File: config.mk
export PLATFORM = sky130hd
export DESIGN_NAME = hnm_norm_unit
export DESIGN_NICKNAME = d
export VERILOG_FILES = /design/src/hw/rtl/height_to_normal_map_top_assert.svh /design/src/hw/rtl/hnm_pkg.sv /design/src/hw/rtl/hnm_norm_unit.sv
export SDC_FILE = /design/constraint.sdc
export NUM_CORES = 1
export LEC_CHECK = 0
export BUFFER_PORTS_ARGS = -buffer_cell sky130_fd_sc_hd__buf_4
export CORE_MARGIN = 3
export CORE_UTILIZATION = 50
export DETAILED_ROUTE_END_ITERATION = 6
export PLACE_DENSITY_LB_ADDON = 0.1
export SYNTH_ARGS = -nofsm -noshare
export SYNTH_HDL_FRONTEND = slang
export SYNTH_SLANG_ARGS = --single-unit
File: constraint.sdc
create_clock -name i_clk -period 21.4 [get_ports i_clk]
set_clock_uncertainty 0.15 [all_clocks]
set_input_delay 1.07 -clock i_clk [delete_from_list [all_inputs] [get_ports i_clk]]
set_output_delay 1.07 -clock i_clk [all_outputs]
set_load 0.01 [all_outputs]
File: src/hw/rtl/height_to_normal_map_top_assert.svh
// Assertion macros shared by the normal map RTL.
// Expects i_clk and i_rst_n in the scope of each use.
`ifndef HEIGHT_TO_NORMAL_MAP_TOP_ASSERT_SVH
`define HEIGHT_TO_NORMAL_MAP_TOP_ASSERT_SVH

// same-cycle implication
`define HNM_ASSERT_NOW(label, ante, cons, msg) \
    label: assert property (@(posedge i_clk) disable iff (!i_rst_n) \
        (ante) |-> (cons)) else $error(msg);

// next-cycle implication
`define HNM_ASSERT_NEXT(label, ante, cons, msg) \
    label: assert property (@(posedge i_clk) disable iff (!i_rst_n) \
        (ante) |=> (cons)) else $error(msg);

`endif

File: src/hw/rtl/hnm_pkg.sv
// Shared types and constants of the height to normal map block.
// No dependencies.
package hnm_pkg;

    localparam int MAX_WIDTH  = 2048;
    localparam int ADDR_W     = $clog2(MAX_WIDTH);
    localparam int COL_W      = 11;
    localparam int ROW_W      = 12;
    localparam int CFG_WID_W  = 12;
    localparam int CFG_HGT_W  = 13;
    localparam int CFG_IDX_W  = 2;
    localparam int CFG_DATA_W = 13;
    localparam int MAX_HEIGHT = 4096;

    localparam int NUM_W   = 30;
    localparam int S_W     = 18;
    localparam int SQ_W    = 16;
    localparam int RAD_W   = 15;
    localparam int CNT_W   = 5;
    localparam int DIV_STEPS  = NUM_W;
    localparam int ROOT_STEPS = 8;

    localparam logic [CFG_WID_W-1:0] WIDTH_RESET  = 12'd640;
    localparam logic [CFG_HGT_W-1:0] HEIGHT_RESET = 13'd480;
    localparam logic [NUM_W-1:0]     BLUE_NUM     = 30'd1065369600;
    localparam logic [S_W-1:0]       S_BIAS       = 18'd65025;
    localparam logic [7:0]           BIAS         = 8'd128;
    localparam logic [7:0]           ALPHA        = 8'd255;

    localparam logic [CFG_IDX_W-1:0] REG_IMAGE_WIDTH  = 2'd0;
    localparam logic [CFG_IDX_W-1:0] REG_IMAGE_HEIGHT = 2'd1;

    localparam logic [1:0] JOB_UP   = 2'd0;
    localparam logic [1:0] JOB_LEFT = 2'd1;
    localparam logic [1:0] JOB_LAST = 2'd2;

    localparam logic [1:0] PASS_BLUE  = 2'd0;
    localparam logic [1:0] PASS_RED   = 2'd1;
    localparam logic [1:0] PASS_GREEN = 2'd2;

    typedef enum logic [2:0] {
        ST_IDLE, ST_RD_RIGHT, ST_WR, ST_JOB, ST_WAIT, ST_PUSH, ST_FINISH
    } t_seq_state;

    typedef enum logic [2:0] {
        NU_IDLE, NU_SETUP, NU_DIV, NU_SQRT, NU_DONE
    } t_nu_state;

    typedef struct packed {
        logic [7:0] height;
    } t_in_data;

    typedef struct packed {
        logic [7:0]       red;
        logic [7:0]       green;
        logic [7:0]       blue;
        logic [7:0]       alpha;
        logic [COL_W-1:0] out_column;
        logic [ROW_W-1:0] out_row;
        logic             last_of_run;
        logic             end_of_frame;
    } t_out_data;

    typedef struct packed {
        logic [CFG_IDX_W-1:0]  index;
        logic [CFG_DATA_W-1:0] wdata;
    } t_cfg_data;

    typedef struct packed {
        logic       start;
        logic [7:0] h;
        logic [7:0] right;
        logic [7:0] below;
    } t_norm_req;

    typedef struct packed {
        logic       busy;
        logic       done;
        logic [7:0] red;
        logic [7:0] green;
        logic [7:0] blue;
    } t_norm_rsp;

endpackage

File: src/hw/rtl/hnm_norm_unit.sv
// Bit-serial normal vector unit: restoring divider then digit root,
// three passes (blue, red, green). Depends on hnm_pkg.
module hnm_norm_unit (
    input  logic               i_clk,
    input  logic               i_rst_n,
    input  hnm_pkg::t_norm_req i_req,
    output hnm_pkg::t_norm_rsp o_rsp
);
    hnm_pkg::t_nu_state r_state, n_state;

    logic [7:0]              r_h, r_right, r_below;
    logic [hnm_pkg::S_W-1:0]   r_s;
    logic [hnm_pkg::SQ_W-1:0]  r_sqx, r_sqy;
    logic                      r_negx, r_negy;
    logic [1:0]                r_pass;
    logic [hnm_pkg::NUM_W-1:0] r_num;
    logic [hnm_pkg::S_W-1:0]   r_rem;
    logic [hnm_pkg::CNT_W-1:0] r_cnt;
    logic [hnm_pkg::RAD_W-1:0] r_v, r_root, r_bit;
    logic                      r_div_exact;
    logic [7:0]                r_red, r_green, r_blue;

    // setup arithmetic
    logic signed [8:0] dx, dy;
    logic [7:0]        mx, my;
    logic [hnm_pkg::SQ_W-1:0] sqx, sqy;
    logic [hnm_pkg::S_W-1:0]  s_sum;

    // divider step
    logic [hnm_pkg::S_W:0]     trial;
    logic                      qbit;
    logic [hnm_pkg::S_W-1:0]   n_rem;
    logic [hnm_pkg::NUM_W-1:0] n_num;

    // root step
    logic [hnm_pkg::RAD_W-1:0] rb, n_v, n_root;
    logic [7:0]                root8;
    logic                      exact, neg;
    logic [7:0]                signed_res;
    logic [8:0]                blue_sum;

    always_comb begin
        dx  = $signed({1'b0, r_h}) - $signed({1'b0, r_right});
        dy  = $signed({1'b0, r_h}) - $signed({1'b0, r_below});
        mx  = dx[8] ? 8'(-dx) : dx[7:0];
        my  = dy[8] ? 8'(-dy) : dy[7:0];
        sqx = mx * mx;
        sqy = my * my;
        s_sum = hnm_pkg::S_W'(sqx) + hnm_pkg::S_W'(sqy) + hnm_pkg::S_BIAS;

        trial = {r_rem, r_num[hnm_pkg::NUM_W-1]};
        qbit  = trial >= {1'b0, r_s};
        n_rem = qbit ? hnm_pkg::S_W'(trial - {1'b0, r_s})
                     : hnm_pkg::S_W'(trial);
        n_num = {r_num[hnm_pkg::NUM_W-2:0], qbit};

        rb = r_root + r_bit;
        if (r_v >= rb) begin
            n_v    = r_v - rb;
            n_root = (r_root >> 1) + r_bit;
        end else begin
            n_v    = r_v;
            n_root = r_root >> 1;
        end
        root8 = n_root[7:0];
        exact = r_div_exact && (n_v == '0);
        neg   = (r_pass == hnm_pkg::PASS_RED) ? r_negx : r_negy;
        // negative side rounds away from zero unless the root is exact
        signed_res = neg ? 8'(hnm_pkg::BIAS - root8 - {7'd0, !exact})
                         : 8'(hnm_pkg::BIAS + root8);
        blue_sum = {1'b0, hnm_pkg::BIAS} + {1'b0, root8};
    end

    always_comb begin
        n_state = r_state;
        unique case (r_state)
            hnm_pkg::NU_IDLE:  if (i_req.start) n_state = hnm_pkg::NU_SETUP;
            hnm_pkg::NU_SETUP: n_state = hnm_pkg::NU_DIV;
            hnm_pkg::NU_DIV: begin
                if (r_cnt == hnm_pkg::CNT_W'(hnm_pkg::DIV_STEPS - 1))
                    n_state = hnm_pkg::NU_SQRT;
            end
            hnm_pkg::NU_SQRT: begin
                if (r_cnt == hnm_pkg::CNT_W'(hnm_pkg::ROOT_STEPS - 1)) begin
                    n_state = (r_pass == hnm_pkg::PASS_GREEN) ? hnm_pkg::NU_DONE
                                                              : hnm_pkg::NU_DIV;
                end
            end
            hnm_pkg::NU_DONE:  n_state = hnm_pkg::NU_IDLE;
            default:           n_state = hnm_pkg::NU_IDLE;
        endcase
    end

    always_ff @(posedge i_clk) begin
        if (!i_rst_n) begin
            r_state <= hnm_pkg::NU_IDLE;
        end else begin
            r_state <= n_state;
        end
    end

    always_ff @(posedge i_clk) begin
        unique case (r_state)
            hnm_pkg::NU_IDLE: begin
                r_h     <= i_req.h;
                r_right <= i_req.right;
                r_below <= i_req.below;
            end
            hnm_pkg::NU_SETUP: begin
                r_s    <= s_sum;
                r_sqx  <= sqx;
                r_sqy  <= sqy;
                r_negx <= dx[8];
                r_negy <= !dy[8] && (dy != 9'sd0);
                r_pass <= hnm_pkg::PASS_BLUE;
                r_num  <= hnm_pkg::BLUE_NUM;
                r_rem  <= '0;
                r_cnt  <= '0;
            end
            hnm_pkg::NU_DIV: begin
                r_num <= n_num;
                r_rem <= n_rem;
                if (r_cnt == hnm_pkg::CNT_W'(hnm_pkg::DIV_STEPS - 1)) begin
                    r_v         <= n_num[hnm_pkg::RAD_W-1:0];
                    r_root      <= '0;
                    r_bit       <= hnm_pkg::RAD_W'(1) << (hnm_pkg::RAD_W - 1);
                    r_div_exact <= (n_rem == '0);
                    r_cnt       <= '0;
                end else begin
                    r_cnt <= r_cnt + 1'b1;
                end
            end
            hnm_pkg::NU_SQRT: begin
                r_v    <= n_v;
                r_root <= n_root;
                r_bit  <= r_bit >> 2;
                if (r_cnt == hnm_pkg::CNT_W'(hnm_pkg::ROOT_STEPS - 1)) begin
                    r_cnt <= '0;
                    r_rem <= '0;
                    unique case (r_pass)
                        hnm_pkg::PASS_BLUE: begin
                            r_blue <= blue_sum[8] ? 8'hFF : blue_sum[7:0];
                            r_num  <= {r_sqx, 14'd0};
                            r_pass <= hnm_pkg::PASS_RED;
                        end
                        hnm_pkg::PASS_RED: begin
                            r_red  <= signed_res;
                            r_num  <= {r_sqy, 14'd0};
                            r_pass <= hnm_pkg::PASS_GREEN;
                        end
                        default: begin
                            r_green <= signed_res;
                        end
                    endcase
                end else begin
                    r_cnt <= r_cnt + 1'b1;
                end
            end
            default: begin
            end
        endcase
    end

    assign o_rsp.busy  = (r_state != hnm_pkg::NU_IDLE);
    assign o_rsp.done  = (r_state == hnm_pkg::NU_DONE);
    assign o_rsp.red   = r_red;
    assign o_rsp.green = r_green;
    assign o_rsp.blue  = r_blue;
endmodule

==> results_dict.tcl, run 1 <==
set metrics [dict create \
    drt-initial-drc-count 551 \
    rsz0062_at_grt "no" \
    synthArstFlopShare_pct 0 \
    synth_top_area_share_pct 37.0 \
    cts_root_buf "clkbuf_16" \
    slew_viol_final 0 \
    cp_slowest_cell "xor2_1" \
    final_cell_mix "inv_1, edfxtp_1, ha_1" \
    grt_pass1_vias 11000 \
    fin_tns_setup_ps 0 \
    syn_avg_cell_area_um2 10.0 \
    clkSinkCount 195 \
    synth_edf_count 192 \
    hold_viol_final 0 \
    slew_headroom_pct 25.1 \
    hold_class "flop to flop" \
    cts_buffer_depth 2 \
    path_clk_slew_ps 80 \
    r2r_cells 32 \
    slowest_delay_ps 750 \
    min_from "r_num[14]" \
    numPortBuffers 52 \
    io-pin-count 53 \
    timing.rr.start "r_h[0]" \
    vias_per_cell 5.48 \
    cp-end-kind "flop" \
    postCtsHoldBufs 0 \
    critPathMaxFanout 13 \
    grt_usage_pct 20.2 \
    layout.area.seq_um2 5830 \
    cts_htree_levels 4 \
    syn_inst 1555 \
    place_hpwl_um 25300 \
    synth-xor-area-share_pct 7.17 \
    grt-ovfl-total 0 \
    muxShareOfSynthArea_pct 2.39 \
    grt_max_degree 62 \
    synth_top_family_by_area "adder cells" \
    cp_data_required_time_ps 21480 \
    worst-setup-path-type "flop to flop" \
    fp.dieW_um 183 \
    insertion_delay_ps 450 \
    fin_nets 1845 \
    vias 11000 \
    final_antenna_net_count 0 \
    core_area_um2 30700 \
    dieArea_um2 33300 \
    synth_area_um2 15600 \
    antenna_cells 0 \
    core.rowCount 64 \
    area_growth_pct 9.17 \
    post-route-drc-count 0 \
    yosys.area_share.simple_pct 13.3 \
    hold_depth 1 \
    cts_buffers 17 \
    yosysSeqAreaShare_pct 37.4 \
    ys_warn_count 0 \
    fill_cells 2792 \
    wl_um 32800 \
    crit_arrival_ps 8710 \
    post_cts_buffers 0 \
    place.gp.congestion 0.835 \
    wire_per_inst_um 16.3 \
    fmax_ghz 0.116 \
    tritoncts "built" \
    multi_input_area_um2 8880 \
    start_kind "flop" \
    status "finished, final reports clean" \
    start_util_pct 50.8 \
    worst_pin_slew_ps 1110 \
    finalSetupViolCount 0 \
    synth_fa_ha_area_share_pct 20.1 \
    ys_top_cells_by_area "edfxtp_1, ha_1, fa_1" \
    die_h_um 183 \
    cpMostUsedCell "inv_1" \
    fin_crit_sh_pct 40.3 \
    ys_ff_latch 195 \
    finalCriticalPeriod_ps 8630 \
    cts_resized 0 \
    synth_top_cell_by_area "edfxtp_1" \
    synthDistinctLibCells 84 \
    maxCapViolCount 0 \
    synth-compound-area-share_pct 13.8 \
    dr.pass1.iters 5 \
    antenna_found_initial 0 \
    drive_above_1_share_pct 9.48 \
    setup.worst_path.start "r_h[0]" \
    grt_pass1_wl_um 54300 \
    ys_dominant_reg_cell "edfxtp_1" \
]
registers in the layout, indices dropped and copies added (netlist names):
| signal | count |
|---|---|
| r_below | 8 |
| r_red | 8 |
| r_blue | 8 |
| r_num | 30 |
| r_state | 3 |
| r_right | 8 |
| r_pass | 2 |
| r_sqy | 15 |
| r_negy | 1 |
| r_div_exact | 1 |
| r_v | 15 |
| r_bit | 8 |
| r_cnt | 5 |
| r_green | 8 |
| r_negx | 1 |
| r_rem | 18 |
| r_s | 18 |
| r_sqx | 15 |
| r_h | 8 |
| r_root | 15 |
layout make-up:
| type | instances | share of cell area, % |
|---|---|---|
| Multi-Input combinational cell | 1127 | 52.2 |
| Sequential cell | 195 | 34.2 |
| Inverter | 193 | 4.26 |
| Timing Repair Buffer | 67 | 2.96 |
| Tap cell | 396 | 2.91 |
| Clock buffer | 19 | 2.54 |
| Clock inverter | 13 | 0.882 |
synth_stat cells (all sizes together), types with 5 or more instances:
cell / n
mux2i: 36
a31oi: 21
ha: 162
nor2: 140
and3: 13
or4: 5
o21bai: 13
edfxtp: 192
xor2: 49
nor2b: 17
fa: 55
and2: 29
nand3: 18
o21ai: 62
a21o: 22
o21a: 19
or2: 28
clkbuf: 31
a31o: 6
a2111oi: 5
o221ai: 8
o211ai: 12
or3: 13
nor3: 25
o31ai: 9
nor4: 6
nand2: 94
a21oi: 92
xnor2: 76
buf: 12
nand4: 8
a211oi: 9
inv: 192
nand2b: 17
per-layer routing:
layer  track usage [%]  wire, µm
met5                 0         0
met2              33.2     15700
met1              28.0     15700
met3              3.49      1020
met4              4.60       456
worst max-delay path, delay by kind of cell, from the launching register on:
family | cells | cell delay [ps]
compound gates | 9 | 2040
xor+xnor | 3 | 1170
fa+ha+maj | 9 | 3490
buf+inv | 6 | 350
flops | 1 | 360
mux | 1 | 130
simple gates | 4 | 710
final timing paths:
| check | to | slack, ps |
|---|---|---|
| hold / removal | r_num[15] | 380 |
| setup reg to reg | r_s[16] | 12770 |
| hold reg to reg | r_num[15] | 380 |
| setup / recovery | r_s[16] | 12770 |
kinds of logic (layout without fill, tap and decap cells):
logic type,Yosys count,after routing
XOR/XNOR,125,125
buffers and inverters,236,292
AO/OA/AOI/OAI,319,319
adder cells (fa/ha/maj),217,217
AND/OR/NAND/NOR,425,425
multiplexers,36,36
other,2,5
flip-flops,195,195
through the flow:
step	hold slack [ps]	worst slack, ps	std cells	instance area, µm²	utilization [%]
floorplan	346	13590	1558	15600	-
global placement	360	12970	1978	16400	53.6
detailed placement	362	12750	1978	16400	53.6
CTS	380	12680	2010	17000	55.5
global route	401	12120	2010	17000	55.5
finish	377	12770	2010	17000	55.5
Power of run 1 is left out: the tool's default activity adds up to more than one toggle a clock period on the data nets, which glitch-free logic cannot reach.
==> inputs of run 2 (changes only) <==
Clock period 21.4 ns to 7.2 ns, I/O delays scaled along.
==> results_dict.tcl, run 2 (synthesis gave the netlist of run 1 again) <==
set metrics [dict create \
    status "finished with violations" \
    violations "setup timing" \
    multi_input_area_um2 9790 \
    worst-setup-path-type "flop to flop" \
    die_h_um 183 \
    core.rowCount 64 \
    antenna_cells 0 \
    layout.area.seq_um2 5830 \
    cpMostUsedCell "fa_1" \
    clkSinkCount 195 \
    vias 12000 \
    grt_max_degree 63 \
    cts_root_buf "clkbuf_16" \
    hold_class "primary input to flop" \
    slew_headroom_pct 25.9 \
    path_clk_slew_ps 80 \
    grt_pass1_wl_um 60600 \
    cts_buffer_depth 2 \
    cp_data_required_time_ps 7250 \
    area_growth_pct 26.5 \
    core_area_um2 30700 \
    worst_pin_slew_ps 1110 \
    wire_per_inst_um 16.6 \
    placed_area_um2 18000 \
    grt_pass1_vias 12100 \
    final_cell_mix "buf_4, edfxtp_1, inv_1" \
    grt-ovfl-total 0 \
    fin_nets 2060 \
    finish.instance_area_um2 19700 \
    fin_crit_sh_pct 104 \
    fp.dieW_um 183 \
    numPortBuffers 52 \
    place_hpwl_um 27900 \
    fmax_ghz 0.133 \
    largestRegisters "r_num (30), r_rem (18), r_s (18)" \
    regMostFlops "r_num" \
    antenna_found_initial 0 \
    dr.pass1.iters 5 \
    maxCapViolCount 0 \
    critPathMaxFanout 5 \
    fill_cells 2372 \
    start_kind "flop" \
    grt_usage_pct 22.7 \
    cts_htree_levels 4 \
    cp_slowest_cell "fa_1" \
    cp-end-kind "flop" \
    post-route-drc-count 0 \
    dieArea_um2 33300 \
    vias_per_cell 5.41 \
    final_common_cell "buf_4" \
    final.setup.worst_slack_ps -293 \
    slew_viol_final 0 \
    insertion_delay_ps 450 \
    cts_buffers 17 \
    reg2reg_setup_slack_ps -290 \
    io-pin-count 53 \
    place.gp.congestion 0.891 \
    start_util_pct 50.8 \
    largest_register_ffs 30 \
    drive_above_1_share_pct 26.6 \
    hold_viol_final 0 \
    whs_ps 135 \
    drt-initial-drc-count 788 \
    tritoncts "built" \
    final_antenna_net_count 0 \
    finalSetupViolCount 6 \
    slowest_delay_ps 500 \
    wl_um 37000 \
    crit_arrival_ps 7540 \
    finalCriticalPeriod_ps 7490 \
    rsz0062_at_grt "yes" \
]
run 2: worst paths after layout:
kind	start	depth (start not counted)	endpoint
setup / recovery	r_h[1]	32	r_s[16]
hold / removal	i_req[24]	3	r_state[1]
setup reg to reg	r_h[1]	32	r_s[16]
hold reg to reg	r_num[15]	2	r_num[16]
run 2: layer usage:
metal,up-vias,share of wire (%),global-route usage [%]
met5,-,0,0
met4,0,2.6,7.13
met3,60,4.6,4.17
met2,257,47,37.2
met1,5732,46,30.6
li1,5978,-,-
run 2: critical path: cells and delay by family, from the launching register on:
family,cells,cell delay [ps]
simple gates,7,1420
compound gates,7,1100
xor+xnor,2,360
flops,1,430
fa+ha+maj,8,2820
mux,1,260
buf+inv,7,690
run 2: metrics by stage:
stage,std cells,util [%],TNS (ps),worst slack [ps]
3_5_place_dp,2144,58.7,-2660,-560
5_1_grt,2225,64.3,-3070,-559
6_report,2225,64.3,-1220,-293
4_1_cts,2217,63.1,-1150,-323
2_1_floorplan,1558,-,-86.1,-57.3
3_3_place_gp,2144,58.7,-2020,-458
run 2: layout make-up:
| type | count | area share (%) |
|---|---|---|
| clock inverter | 15 | 1.21 |
| inverter | 193 | 3.67 |
| multi-input combinational | 1127 | 49.7 |
| clock buffer | 17 | 2.16 |
| timing repair buffer | 282 | 11.2 |
| sequential | 195 | 29.6 |
| tap | 396 | 2.51 |
run 2: repair_timing:
action | in CTS | in global routing
cloned | 0 | 0
hold buffers | 25 | 0
buffers inserted | 18 | 9
setup endpoints to repair | 7 | 9
pin swaps | 68 | 74
gates resized for setup | 69 | 59
endpoints found under the hold margin | 25 | 0
Power of run 2 is left out for the same reason.
==> inputs of run 3 (changes only) <==
Settings changed: ABC_AREA from default to 1, CTS_CLUSTER_DIAMETER from default to 50, TNS_END_PERCENT from default to 50.
==> results_dict.tcl, run 3 <==
set metrics [dict create \
    status "finished, final reports clean" \
    io-pin-count 53 \
    insertion_delay_ps 450 \
    final.setup.worst_slack_ps 181 \
    fin_crit_sh_pct 97.5 \
    wl_um 38700 \
    fin_nets 2398 \
    fill_cells 2818 \
    maxCapViolCount 0 \
    largest_register_ffs 30 \
    hold_viol_final 0 \
    wire_per_inst_um 14.9 \
    worst_pin_slew_ps 1150 \
    reg2reg_setup_slack_ps 180 \
    grt_pass1_vias 12800 \
    dr.pass1.iters 5 \
    antenna_cells 0 \
    ys_dominant_reg_cell "edfxtp_1" \
    syn_inst 1954 \
    wl_met3_um 1660 \
    final_cell_mix "nand2_1, inv_1, edfxtp_1" \
    worstHoldEndpoint "r_state[0]" \
    regMostFlops "r_num" \
    dieArea_um2 34900 \
    synthDistinctLibCells 62 \
    ys_ff_latch 195 \
    critPathBufInv 10 \
    ys_warn_count 0 \
    drt-initial-drc-count 782 \
    numPortBuffers 52 \
    core_area_um2 31900 \
    final_antenna_net_count 0 \
    start_kind "flop" \
    min_from "i_rst_n" \
    synth_area_um2 16300 \
    yosysSeqAreaShare_pct 35.7 \
    timing.rr.start "r_h[0]" \
    synthArstFlopShare_pct 0 \
    cts_htree_levels 4 \
    worst-setup-path-type "flop to flop" \
    dpl_worst_slack_ps -163 \
    vias_per_cell 5.09 \
    path_clk_slew_ps 80 \
    met1_length_um 17900 \
    grt-ovfl-total 0 \
    clkSinkCount 195 \
    layout.area.seq_um2 5830 \
    multi_input_area_um2 9710 \
    regToRegEndpoint "r_s[16]" \
    place.gp.congestion 0.878 \
    fmax_ghz 0.142 \
    post-route-drc-count 0 \
    grt_pass1_wl_um 63000 \
    place_hpwl_um 29300 \
    synth_edf_count 192 \
    critPathMaxFanout 3 \
    grt_max_degree 53 \
    synthTopCellsByCount "nand2_1, inv_1, edfxtp_1" \
    cpMostUsedCell "inv_2" \
    ys_top_cells_by_area "edfxtp_1, ha_1, nand2_1" \
    r2r_cells 40 \
    fp.dieW_um 187 \
    slew_headroom_pct 22.9 \
    syn_avg_cell_area_um2 8.36 \
    cp_top_family "adder cells" \
    topRoutingLayerUsed "met4" \
    antenna_found_initial 0 \
    final_common_cell "nand2_1" \
    slowest_delay_ps 530 \
    start_util_pct 51.2 \
    die_h_um 187 \
    vias 13200 \
    cp_data_required_time_ps 7250 \
    wl_met2_um 18600 \
    cts_root_buf "clkbuf_16" \
    slew_viol_final 0 \
    crit_arrival_ps 7070 \
    area_growth_pct 20.3 \
    cts_buffers 17 \
    tritoncts "built" \
    cp-end-kind "flop" \
    yosys.cell_count.top_type "nand2_1" \
    drive_above_1_share_pct 20.9 \
    largestRegisters "r_num (30), r_rem (18), r_s (18)" \
    grt_usage_pct 22.1 \
    cts_buffer_depth 2 \
    core.rowCount 65 \
    synth_top_area_share_pct 35.3 \
    hold_depth 3 \
    rsz0062_at_grt "yes" \
    cp_slowest_cell "fa_1" \
    finalCriticalPeriod_ps 7020 \
    synth_top_cell_by_area "edfxtp_1" \
    hold_class "primary input to flop" \
    finalSetupViolCount 0 \
]
-- run 3: how the worst max path moves through the flow --
stage | startpoint | end | slack [ps] | cells after the start
final | r_h[0] | r_s[16] | 180 | 40
after floorplan | r_h[0] | r_s[16] | 140 | 37
after detailed placement | r_h[0] | r_s[16] | -160 | 37
after global routing | r_h[0] | r_s[16] | -170 | 41
after global placement | r_h[0] | r_s[16] | -80 | 37
after CTS | r_h[0] | r_s[16] | 4 | 38
-- run 3: per-stage QoR --
stage	cells	area, µm²	hold slack [ps]	utilization (%)	TNS (ps)
global placement	2538	18000	344	56.5	-201
CTS	2595	19000	22.2	59.5	0
finish	2602	19700	43.0	61.6	0
global route	2602	19700	32.1	61.6	-448
detailed placement	2538	18000	359	56.5	-518
floorplan	1957	16300	309	-	0
-- run 3: what timing repair did --
action | in CTS | in global routing
setup buffers | 1 | 7
hold endpoints to repair | 24 | 0
setup endpoints to repair | 5 | 9
hold buffers | 24 | 0
pin swaps | 5 | 77
gates cloned | 0 | 0
gates resized for setup | 21 | 163
-- run 3: layer usage --
metal	track usage, %	vias to the layer above
li1	-	6707
met1	30.0	6202
met2	38.0	289
met3	3.23	35
met4	4.16	0
met5	0	-
-- run 3: layout make-up --
| cell class | instances | share of cell area (%) |
|---|---|---|
| clock buffer | 18 | 2.18 |
| clock inverter | 14 | 0.904 |
| inverter | 366 | 7.00 |
| multi-input combinational | 1371 | 49.4 |
| sequential | 195 | 29.6 |
| tap | 435 | 2.77 |
| timing repair buffer | 203 | 8.06 |
-- run 3: cell families (layout without fill, tap and decap cells) --
logic type	after synthesis	in the layout	synth area share, %
AND/OR/NAND/NOR	832	832	22.1
buffers and inverters	391	601	9.51
AO/OA/AOI/OAI	227	227	8.18
adder cells (fa/ha/maj)	217	217	19.2
flip-flops	195	195	35.7
XOR/XNOR	87	87	5.19
multiplexers	3	3	0.184
other	2	5	0.0460
-- run 3: worst min-delay path: cells and delay by family --
kind,cells,cell delay [ps]
buffers and inverters,1,130
AOI/OAI and AO/OA,2,110
Power of run 3 is left out for the same reason.
